--- config.mk ---
export PLATFORM = sky130hd
export DESIGN_NAME = zs_segment_deframer
export DESIGN_NICKNAME = d
export VERILOG_FILES = /design/src/hdl/zssd_pkg.sv /design/src/hdl/zssd_parser.sv /design/src/hdl/zssd_result_fifo.sv /design/src/hdl/zs_segment_deframer.sv
export SDC_FILE = /design/constraint.sdc
export NUM_CORES = 1
export LEC_CHECK = 0
export BUFFER_PORTS_ARGS = -buffer_cell sky130_fd_sc_hd__buf_2
export CAP_MARGIN = 20
export CORE_UTILIZATION = 55
export CTS_CLUSTER_DIAMETER = 40
export DETAILED_ROUTE_END_ITERATION = 16
export GPL_TIMING_DRIVEN = 0
export PLACE_DENSITY = 0.84
export SLEW_MARGIN = 20
export SYNTH_ARGS = -nofsm -noshare
export SYNTH_HDL_FRONTEND = slang
export SYNTH_SLANG_ARGS = --single-unit
--- constraint.sdc ---
create_clock -name clk -period 5.04 [get_ports clk]
set_clock_uncertainty 0.1 [all_clocks]
set_input_delay 0.504 -clock clk [delete_from_list [all_inputs] [get_ports clk]]
set_output_delay 0.504 -clock clk [all_outputs]
set_load 0.005 [all_outputs]
--- src/hdl/zssd_pkg.sv ---
// shared types and constants of the zero-suppressed segment deframer
package zssd_pkg;

  // item actions
  localparam logic [1:0] ACT_NEW_FRAGMENT = 2'd0;
  localparam logic [1:0] ACT_RAW_HEADER   = 2'd1;
  localparam logic [1:0] ACT_DATA_WORD    = 2'd2;

  // result kinds
  localparam logic [1:0] KIND_SAMPLE  = 2'd0;
  localparam logic [1:0] KIND_EMPTY   = 2'd1;
  localparam logic [1:0] KIND_SUMMARY = 2'd2;

  // configuration register indexes
  localparam logic CFG_SAVE_FIRST  = 1'b0;
  localparam logic CFG_SAVE_SECOND = 1'b1;

  // largest fragment in data words
  localparam logic [16:0] MAX_FRAGMENT_WORDS = 17'd65536;

  // result queue depth
  localparam int          RQ_DEPTH   = 4;
  localparam int          RQ_PTR_W   = $clog2(RQ_DEPTH);
  localparam int          RQ_CNT_W   = $clog2(RQ_DEPTH + 1);

  typedef struct packed {
    logic [1:0]  action;
    logic        detector;
    logic [15:0] data_word;
    logic [16:0] words_left;
    logic [15:0] header_regions;
    logic [15:0] header_length;
  } item_t;

  typedef struct packed {
    logic [1:0]         kind;
    logic [15:0]        segment_offset;
    logic signed [15:0] sample_value;
    logic               segment_end;
    logic [15:0]        segment_number;
    logic [15:0]        summary_regions;
    logic [15:0]        summary_length;
    logic               length_error;
    logic               last;
  } result_t;

  // results produced by one item, first slot used first
  typedef struct packed {
    logic [1:0] count;
    result_t    first;
    result_t    second;
  } result_pair_t;

endpackage

--- src/hdl/zssd_parser.sv ---
// segment parse state and per-word result generation
module zssd_parser import zssd_pkg::*; (
  input  logic         clk,
  input  logic         rst,
  input  logic         fire,
  input  item_t        item,
  input  logic         save_first_detector,
  input  logic         save_second_detector,
  output result_pair_t results
);

  localparam logic [1:0] PH_LOC    = 2'd0;
  localparam logic [1:0] PH_SIZE   = 2'd1;
  localparam logic [1:0] PH_SAMPLE = 2'd2;

  logic [1:0]  parse_phase, parse_phase_next;
  logic [15:0] current_offset, current_offset_next;
  logic [15:0] samples_remaining, samples_remaining_next;
  logic [15:0] region_count, region_count_next;
  logic [15:0] length_total, length_total_next;
  logic        check_armed, check_armed_next;
  logic [15:0] expected_regions, expected_regions_next;
  logic [15:0] expected_length, expected_length_next;
  logic        parse_stopped, parse_stopped_next;

  logic [16:0] wl;
  logic        is_last;
  logic        save;
  logic        emit;
  logic [16:0] len_sum;
  result_t     primary;
  result_t     summary;

  always_comb begin
    // clamp words left into the legal fragment range
    if (item.words_left > MAX_FRAGMENT_WORDS) begin
      wl = MAX_FRAGMENT_WORDS;
    end else if (item.words_left == 17'd0) begin
      wl = 17'd1;
    end else begin
      wl = item.words_left;
    end
    is_last = (wl == 17'd1);
    save    = item.detector ? save_second_detector : save_first_detector;
    len_sum = {1'b0, length_total} + {1'b0, item.data_word};

    parse_phase_next       = parse_phase;
    current_offset_next    = current_offset;
    samples_remaining_next = samples_remaining;
    region_count_next      = region_count;
    length_total_next      = length_total;
    check_armed_next       = check_armed;
    expected_regions_next  = expected_regions;
    expected_length_next   = expected_length;
    parse_stopped_next     = parse_stopped;

    emit    = 1'b0;
    primary = '0;
    summary = '0;

    unique case (item.action)
      ACT_NEW_FRAGMENT: begin
        parse_phase_next       = PH_LOC;
        current_offset_next    = '0;
        samples_remaining_next = '0;
        region_count_next      = '0;
        length_total_next      = '0;
        parse_stopped_next     = 1'b0;
        check_armed_next       = 1'b0;
        expected_regions_next  = '0;
        expected_length_next   = '0;
      end
      ACT_RAW_HEADER: begin
        expected_regions_next = item.header_regions;
        expected_length_next  = item.header_length;
        check_armed_next      = 1'b1;
      end
      ACT_DATA_WORD: begin
        // segment parse step
        if (!parse_stopped) begin
          unique case (parse_phase)
            PH_SIZE: begin
              if ({1'b0, item.data_word} >= wl) begin
                parse_stopped_next = 1'b1;
              end else begin
                if (region_count != 16'hFFFF) begin
                  region_count_next = region_count + 16'd1;
                end
                length_total_next = len_sum[16] ? 16'hFFFF : len_sum[15:0];
                if (item.data_word == 16'd0) begin
                  emit                   = save;
                  primary.kind           = KIND_EMPTY;
                  primary.segment_offset = current_offset;
                  primary.segment_end    = 1'b1;
                  primary.segment_number = region_count_next - 16'd1;
                  parse_phase_next       = PH_LOC;
                end else begin
                  samples_remaining_next = item.data_word;
                  parse_phase_next       = PH_SAMPLE;
                end
              end
            end
            PH_SAMPLE: begin
              emit                   = save;
              primary.kind           = KIND_SAMPLE;
              primary.segment_offset = current_offset;
              primary.sample_value   = $signed(item.data_word);
              primary.segment_end    = (samples_remaining <= 16'd1);
              primary.segment_number = region_count - 16'd1;
              if (samples_remaining <= 16'd1) begin
                samples_remaining_next = '0;
                parse_phase_next       = PH_LOC;
              end else begin
                samples_remaining_next = samples_remaining - 16'd1;
              end
            end
            default: begin
              if ((check_armed && region_count >= expected_regions) || wl < 17'd2) begin
                parse_stopped_next = 1'b1;
              end else begin
                current_offset_next = item.data_word;
                parse_phase_next    = PH_SIZE;
              end
            end
          endcase
        end

        // fragment summary on the last word
        summary.kind            = KIND_SUMMARY;
        summary.summary_regions = region_count_next;
        summary.summary_length  = length_total_next;
        summary.length_error    = check_armed && (length_total_next != expected_length);
        summary.last            = 1'b1;
        primary.last            = !is_last;
        if (is_last) begin
          parse_phase_next       = PH_LOC;
          current_offset_next    = '0;
          samples_remaining_next = '0;
          region_count_next      = '0;
          length_total_next      = '0;
          parse_stopped_next     = 1'b0;
        end
      end
      default: begin
      end
    endcase

    // pack results in order
    results = '0;
    if (item.action == ACT_DATA_WORD) begin
      if (emit && is_last) begin
        results.count  = 2'd2;
        results.first  = primary;
        results.second = summary;
      end else if (emit) begin
        results.count = 2'd1;
        results.first = primary;
      end else if (is_last) begin
        results.count = 2'd1;
        results.first = summary;
      end
    end
    if (!fire) begin
      results.count = 2'd0;
    end
  end

  // parse state registers
  always_ff @(posedge clk) begin
    if (rst) begin
      parse_phase       <= PH_LOC;
      current_offset    <= '0;
      samples_remaining <= '0;
      region_count      <= '0;
      length_total      <= '0;
      check_armed       <= 1'b0;
      expected_regions  <= '0;
      expected_length   <= '0;
      parse_stopped     <= 1'b0;
    end else if (fire) begin
      parse_phase       <= parse_phase_next;
      current_offset    <= current_offset_next;
      samples_remaining <= samples_remaining_next;
      region_count      <= region_count_next;
      length_total      <= length_total_next;
      check_armed       <= check_armed_next;
      expected_regions  <= expected_regions_next;
      expected_length   <= expected_length_next;
      parse_stopped     <= parse_stopped_next;
    end
  end

endmodule

--- src/hdl/zssd_result_fifo.sv ---
// small result queue taking up to two results per cycle and giving one unless stalled
module zssd_result_fifo import zssd_pkg::*; (
  input  logic         clk,
  input  logic         rst,
  input  result_pair_t push,
  input  logic         result_stall,
  output logic         result_valid,
  output result_t      result,
  output logic         room
);

  result_t             mem [RQ_DEPTH];
  logic [RQ_PTR_W-1:0] wr_ptr;
  logic [RQ_PTR_W-1:0] rd_ptr;
  logic [RQ_CNT_W-1:0] count;
  logic                pop;

  assign result_valid = (count != '0);
  assign result       = mem[rd_ptr];
  assign pop          = result_valid && !result_stall;
  assign room         = (count <= RQ_CNT_W'(RQ_DEPTH - 2));

  // storage writes
  always_ff @(posedge clk) begin
    if (push.count != 2'd0) begin
      mem[wr_ptr] <= push.first;
    end
    if (push.count == 2'd2) begin
      mem[wr_ptr + RQ_PTR_W'(1)] <= push.second;
    end
  end

  // pointers and fill count
  always_ff @(posedge clk) begin
    if (rst) begin
      wr_ptr <= '0;
      rd_ptr <= '0;
      count  <= '0;
    end else begin
      wr_ptr <= wr_ptr + RQ_PTR_W'(push.count);
      if (pop) begin
        rd_ptr <= rd_ptr + RQ_PTR_W'(1);
      end
      count <= count + RQ_CNT_W'(push.count) - RQ_CNT_W'(pop);
    end
  end

endmodule

--- src/hdl/zs_segment_deframer.sv ---
// top level of the zero-suppressed segment deframer
//
// Usage: fragment words enter on the item channel (item_valid / item_stall /
// item), results leave on the result channel (result_valid / result_stall /
// result). A transaction happens on a rising edge with valid high and stall
// low. The two detector save enables are written through cfg_write,
// cfg_index and cfg_data; the user must write them only while the block is
// idle, which the block itself does not enforce. Each accepted item is held
// in an input register, parsed there, and its results are written to the
// result queue, which drives the result port. Throughput is one item per
// cycle while items make at most one result and the queue has room; a last
// data word that also carries a sample or marker makes two results, which
// leave one at a time through the single read port of the result queue.
// When the receiver stalls, results collect in a four-entry queue; once it
// cannot take two more results the held item waits and item_stall rises.
// Reset clears the parse state, the length check, the save enables and the
// queue; the block accepts items in the first cycle after reset.
module zs_segment_deframer import zssd_pkg::*; (
  input  logic    clk,
  input  logic    rst,
  input  logic    item_valid,
  output logic    item_stall,
  input  item_t   item,
  output logic    result_valid,
  input  logic    result_stall,
  output result_t result,
  input  logic    cfg_write,
  input  logic    cfg_index,
  input  logic    cfg_data
);

  logic         save_first_detector;
  logic         save_second_detector;
  logic         held_valid;
  item_t        held_item;
  logic         room;
  logic         fire;
  result_pair_t results;

  assign fire       = held_valid && room;
  assign item_stall = held_valid && !room;

  // configuration registers
  always_ff @(posedge clk) begin
    if (rst) begin
      save_first_detector  <= 1'b0;
      save_second_detector <= 1'b0;
    end else if (cfg_write) begin
      unique case (cfg_index)
        CFG_SAVE_FIRST:  save_first_detector  <= cfg_data;
        CFG_SAVE_SECOND: save_second_detector <= cfg_data;
        default: begin
        end
      endcase
    end
  end

  // input register
  always_ff @(posedge clk) begin
    if (rst) begin
      held_valid <= 1'b0;
    end else if (!item_stall) begin
      held_valid <= item_valid;
    end
  end

  always_ff @(posedge clk) begin
    if (!item_stall && item_valid) begin
      held_item <= item;
    end
  end

  zssd_parser u_parser (
    .clk                  (clk),
    .rst                  (rst),
    .fire                 (fire),
    .item                 (held_item),
    .save_first_detector  (save_first_detector),
    .save_second_detector (save_second_detector),
    .results              (results)
  );

  zssd_result_fifo u_result_fifo (
    .clk          (clk),
    .rst          (rst),
    .push         (results),
    .result_stall (result_stall),
    .result_valid (result_valid),
    .result       (result),
    .room         (room)
  );

endmodule

# Yosys cells after proc, flatten, opt, wreduce, memory -nomap -nowiden
# Memories as Yosys holds them, arrays and structs flattened. A register that Yosys moved wholly into a read port is not among the register bits.
# Cells that the tools add are included.
dict set report totals {
  ff_bits 178
  ramBits 340
  in_bits 75
  output_inout_bits 87
  word_cells 156
  mem_count 1
}
dict set report op_classes {
  add_sub_neg 10
  magnitude_cmp 6
  n_eq_ne 16
  n_mux 74
  n_bitwise 1
  reduce_logical 27
}
# name depth width read_ports rd_ports_with_merged_regs write_ports line_no
set mem_list {}
lappend mem_list {u_result_fifo.mem 4 85 1 1 2 zssd_result_fifo.sv:12} ;# result_t mem [RQ_DEPTH];
# cell count
set op_table {}
lappend op_table {{2-to-1 mux 16 bit} 25}
lappend op_table {{one-hot mux 16 bit (2 select lines)} 7}
lappend op_table {{2-to-1 mux 87 bit} 2}
lappend op_table {{2-to-1 mux 172 bit} 1}
lappend op_table {{2-to-1 mux 86 bit} 1}
lappend op_table {{2-to-1 mux 17 bit} 5}
lappend op_table {{2-to-1 mux 85 bit} 1}
lappend op_table {{2-to-1 mux 51 bit} 1}
lappend op_table {{subtractor 16 x 1 -> 16 bit (second input constant)} 3}
lappend op_table {{one-hot mux 18 bit (2 select lines)} 1}
lappend op_table {{one-hot mux 17 bit (2 select lines)} 1}
lappend op_table {{2-to-1 mux 18 bit} 1}
lappend op_table {{2-to-1 mux 2 bit} 9}
lappend op_table {{adder 16 x 16 -> 17 bit} 1}
lappend op_table {{equality test 17 x 1 -> 1 bit (second input constant)} 1}
lappend op_table {{>= comparator 16 x 17 -> 1 bit} 1}
lappend op_table {{> comparator 17 bit (second input constant)} 1}
lappend op_table {{logical NOT 17 bit} 1}
lappend op_table {{less-than comparator 17 x 2 -> 1 bit (second input constant)} 1}
lappend op_table {{adder 16 x 1 -> 16 bit (second input constant)} 1}
lappend op_table {{>= comparator 16 bit} 1}
lappend op_table {{less-or-equal comparator 16 x 1 -> 1 bit (second input constant)} 1}
lappend op_table {{logical NOT 16 bit} 1}
lappend op_table {{inequality test 16 bit} 1}
lappend op_table {{27 further kinds} 65}

# Longest topological paths before layout
dict set report depth {
  depth_word 20
  mapped_depth 21
  ltp_nobuf 20
}

# By module
# A second synthesis with hierarchy kept.
dict set report hier_totals {
  hier_cells 2197
  area_unflattened_um2 27946.8
}
# module instances cells_per_inst area_each_um2 seq_area_each_um2
set modules_own_cells {}
lappend modules_own_cells {zssd_result_fifo 1 879 16807.4 10390.0}
lappend modules_own_cells {zssd_parser 1 1236 8953.6 2001.9}
lappend modules_own_cells {zs_segment_deframer 1 82 2185.8 2102.0}

# Worst setup path before layout
# No wires, ideal clock.
dict set report synth_path {
  kind {register to register}
  startpoint {reg held_item[34] in the netlist's numbering}
  endpoint {mem u_result_fifo.mem[2][0] in the netlist's numbering (enable)}
  setup_ps 390
  arrival_ps 5052
  required_ps 4550
  setup_slack_ps -501
  path_stages_with_launch 21
  n_path_buf 2
  period_less_slack_ps 5541
  path_cell_list {edfxtp_1 > nor4_1 > nand4_1 > o21ai_1 > nand2_1 > ha_1 > a21oi_1 > o21ai_1 > a41oi_1 > a211oi_4 > nor3_2 > o21a_1 > ha_1 > nand3_1 > or2_2 > nor2_1 > nand2_1 > and2_1 > clkbuf_1 > clkbuf_1 > inv_1}
}
# item line_no
set synth_lines {}
lappend synth_lines {{start: declaration} zs_segment_deframer.sv:35} ;# item_t held_item;
lappend synth_lines {{start signal: assignment} zs_segment_deframer.sv:69} ;# held_item <= item;
lappend synth_lines {{end: declaration} zssd_result_fifo.sv:12}

==> metrics.yaml <==
run_status:
  run_status: "finished, final reports clean"
finish:
  design.final.nets: 2704
  finished_core_util_pct: 69.8
  sequential_cell_area_um2: 12500
  drive_above_1_share_pct: 20.7
  syn2layout_area_growth_pct: 24.0
  multi_input_comb_area_um2: 10900
  final_cell_count_no_fill: 3200
  total_of_fill_cells_in_the_finished_design: 2900
timing:
  final_report_hold_violation_count: 0
  setup_viol: 0
  fin_crit_sh_pct: 99.2
  slew_headroom_pct: 30.6
  slew_viol_final: 0
  max_freq_ghz: 0.200
  final.setup.tns_ps: 0
  final_critical_path_setup_slack_ps: 40.4
  finalWorstPathRequiredPeriod_ps: 5000
  worst-slew-pin-transition_ps: 1030
setup_path:
  cp-start-kind: "flip-flop"
  critical_path_class: "reg2reg"
  worstRegToRegCells: 22
  worst_path_dominant_cell_family: "simple AND/OR/NAND/NOR gates"
  worstPathArrival_ps: 5250
  worst_path_bufs_invs: 6
  slowest_stage: "edfxtp_1"
  crit_chain: "nor4_2 -> nand4_1 -> o21ai_4 -> buf_6 -> nand2_1 -> ha_4 -> a21oi_1 -> or3_4 -> a211oi_4 -> buf_6 -> nor3_4 -> o21a_4 -> ha_4 -> nand3_4 -> buf_4 -> nand2_2 -> nand2_1 -> nor2_4 -> nor2_4 -> clkbuf_8 -> clkinvlp_4 -> buf_12"
  reg2reg_to: "u_result_fifo.mem[1][29]$_DFFE_PP_"
  critPathMaxFanout: 18
  critPathMaxStageDelay_ps: 400
  crit_path_end_kind: "flip-flop"
  reg2reg_from: "held_item[35]$_DFFE_PP_"
  worst-endpoint-required_ps: 5290
  worst-r2r-setup-slack_ps: 40
placement:
  place_ws_ps: -1900
  gp_congestion: 0.977
  place.detailed.hpwl_um: 49800
  dp.cells: 2956
  numPortBuffers: 160
clock_tree:
  worst_skew_pair.late_latency_ps: 620
  cts_buffers: 71
  worst_setup_hold_path_clk_slew_ps: 50
  htreeDepth: 3
  cts.path.max_buffers: 3
  cts.sinks: 520
  tritoncts: "yes"
  clockRootBuffer: "clkbuf_16"
drt:
  first_iter_violations: 2704
  vias: 20896
  route.detailed.wl_per_inst_um: 24.5
  final_antenna_net_count: 0
  via_per_inst: 6.53
  finalWirelength_um: 78500
  drt_drc_violations_left: 0
  first_pass_iters: 6
global_route:
  grt.overflow.total: 0
  grt_antenna_before_repair: 2
  grt_util_all_layers_pct: 34.5
  grt_first_pass_wirelength_um: 116000
  grt_max_degree: 31
  first_global_vias: 20338
logic_synthesis:
  synth-seq-area-share_pct: 52.3
  yosysMostFrequentCell: "dfxtp_1"
  synth_top_cell_area_share_pct: 26.2
  synthesis.nets: 2355
  synth_edf_count: 208
  synth.cell_area_um2: 23900
  number_of_register_bits_inferred_by_synthesis: 520
  syn-instance-count: 2217
  synth.distinct_cells: 90
  post_synth_main_area_contributors: "dfxtp_1 26%, edfxtp_1 26%, mux4_2 8.0%, a22o_1 5.6%, nor2_1 4.4%"
  asyncSetResetFlopFracSynth_pct: 0
  synth.yosys.warnings: 0
  ys_dominant_reg_cell: "dfxtp_1"
  synthTopCellsByCount: "312 x dfxtp_1, 283 x nor2_1, 208 x edfxtp_1, 161 x nand2_1, 153 x a22o_1"
  synth_top_area_cell: "dfxtp_1"
  syn_avg_cell_area_um2: 10.8
power_and_ir_drop:
  vdd.ir_drop.worst_mv: 0.333
  power_per_standard_cell_area_nw_per_um2: 375
  p_leak_nw: 10.6
floorplan:
  core_area_um2: 42400
  fp.dieH_um: 210
  starting_density_pct: 56.3
  std_cell_rows: 75
  die_area_um2: 44300
  pin_count: 162
  chipWidth_um: 210
min_path:
  hold_class: "in2reg"
  worst_hold_path.num_cells: 1
  min_to: "held_item[65]$_DFFE_PP_"
  worst_hold_startpoint: "item[65]"
flow_run:
  maxCapViolations: 0
report_power, final:
part           internal [W]  total, W  switching, W
sequential          0.00446   0.00457      0.000117
combinational      0.000595   0.00138      0.000784
clock               0.00314   0.00516       0.00202
registers in the layout (all words and copies together) (netlist names), named ones only:
signal	cells
held_item	68
held_valid	1
save_first_detector	1
save_second_detector	1
u_parser.check_armed	1
u_parser.current_offset	16
u_parser.expected_length	16
u_parser.expected_regions	16
u_parser.length_total	16
u_parser.parse_phase	2
u_parser.parse_stopped	1
u_parser.region_count	16
u_parser.samples_remaining	16
u_result_fifo.count	3
u_result_fifo.mem	340
u_result_fifo.rd_ptr	2
u_result_fifo.wr_ptr	2
kinds of logic after synthesis:
kind of cell	after synthesis	synth area share, %
AO/OA/AOI/OAI	556	16.5
XOR/XNOR	64	2.35
adder cells (fa/ha/maj)	63	3.36
buffers and inverters	216	3.55
flip-flops	520	52.3
multiplexers	91	8.33
AND/OR/NAND/NOR	707	13.6
per-layer routing:
metal,share of wire (%),global-route usage [%],wire length (um)
met1,36,43.2,28600
met3,11,7.08,8430
met2,47,56.8,37000
met5,0,0,0
met4,5.7,17.6,4470
worst max path at each step:
stage,depth (start not counted),startpoint,slack (ps),endpoint
after floorplan,18,held_item[34]$_DFFE_PP_,10,u_result_fifo.mem[0][0]$_DFFE_PP_
after detailed placement,19,held_item[36]$_DFFE_PP_,-1900,u_result_fifo.mem[0][12]$_DFFE_PP_
after global routing,22,held_item[35]$_DFFE_PP_,-60,u_result_fifo.mem[0][3]$_DFFE_PP_
after CTS,18,held_item[44]$_DFFE_PP_,-150,u_result_fifo.mem[0][31]$_DFFE_PP_
final,22,held_item[35]$_DFFE_PP_,40,u_result_fifo.mem[1][29]$_DFFE_PP_
after global placement,19,held_item[45]$_DFFE_PP_,-1780,u_result_fifo.mem[0][9]$_DFFE_PP_
repair_timing:
action / in CTS / in global routing
resized for setup: 68 / 76
pin swaps: 7 / 15
setup buffers: 22 / 23
setup endpoints to repair: 488 / 472
endpoints found under the hold margin: 67 / 0
gates cloned: 4 / 4
hold buffers: 67 / 0
final cells by class:
class	count	area share (%)
repair buffers	277	6.83
diodes	1	0.00845
repair inverters	4	0.101
plain buffers	145	2.31
inverters	65	0.875
clock buffers	89	6.65
multi-input cells	1482	36.9
well taps	577	2.44
clock inverters	40	1.64
flip-flops and latches	520	42.2
placed cells by master (no fill, tap or decap), types with 30 or more instances in the layout:
cell,Yosys,layout
o21ai_0,96,95
mux4_2,85,85
nand2_1,161,158
buf_4,2,37
nor2_1,283,269
nand3_1,88,84
a21oi_1,120,118
ha_1,61,59
dlygate4sd3_1,0,67
clkbuf_1,112,91
clkbuf_16,0,78
edfxtp_1,208,208
a22o_1,153,153
buf_2,17,175
xnor2_1,40,40
inv_1,65,60
dfxtp_1,312,312
nor3_1,32,30
per-stage QoR:
stage | total power (W) | hold WS [ps] | instance area [um^2]
floorplan | 0.00549 | 320 | 23900
global placement | 0.00589 | 328 | 25400
detailed placement | 0.00593 | 337 | 25500
CTS | 0.0110 | 20.4 | 29100
global route | 0.0114 | 12.2 | 29600
finish | 0.0111 | 18.0 | 29600
(Power assumes the default switching activity.)
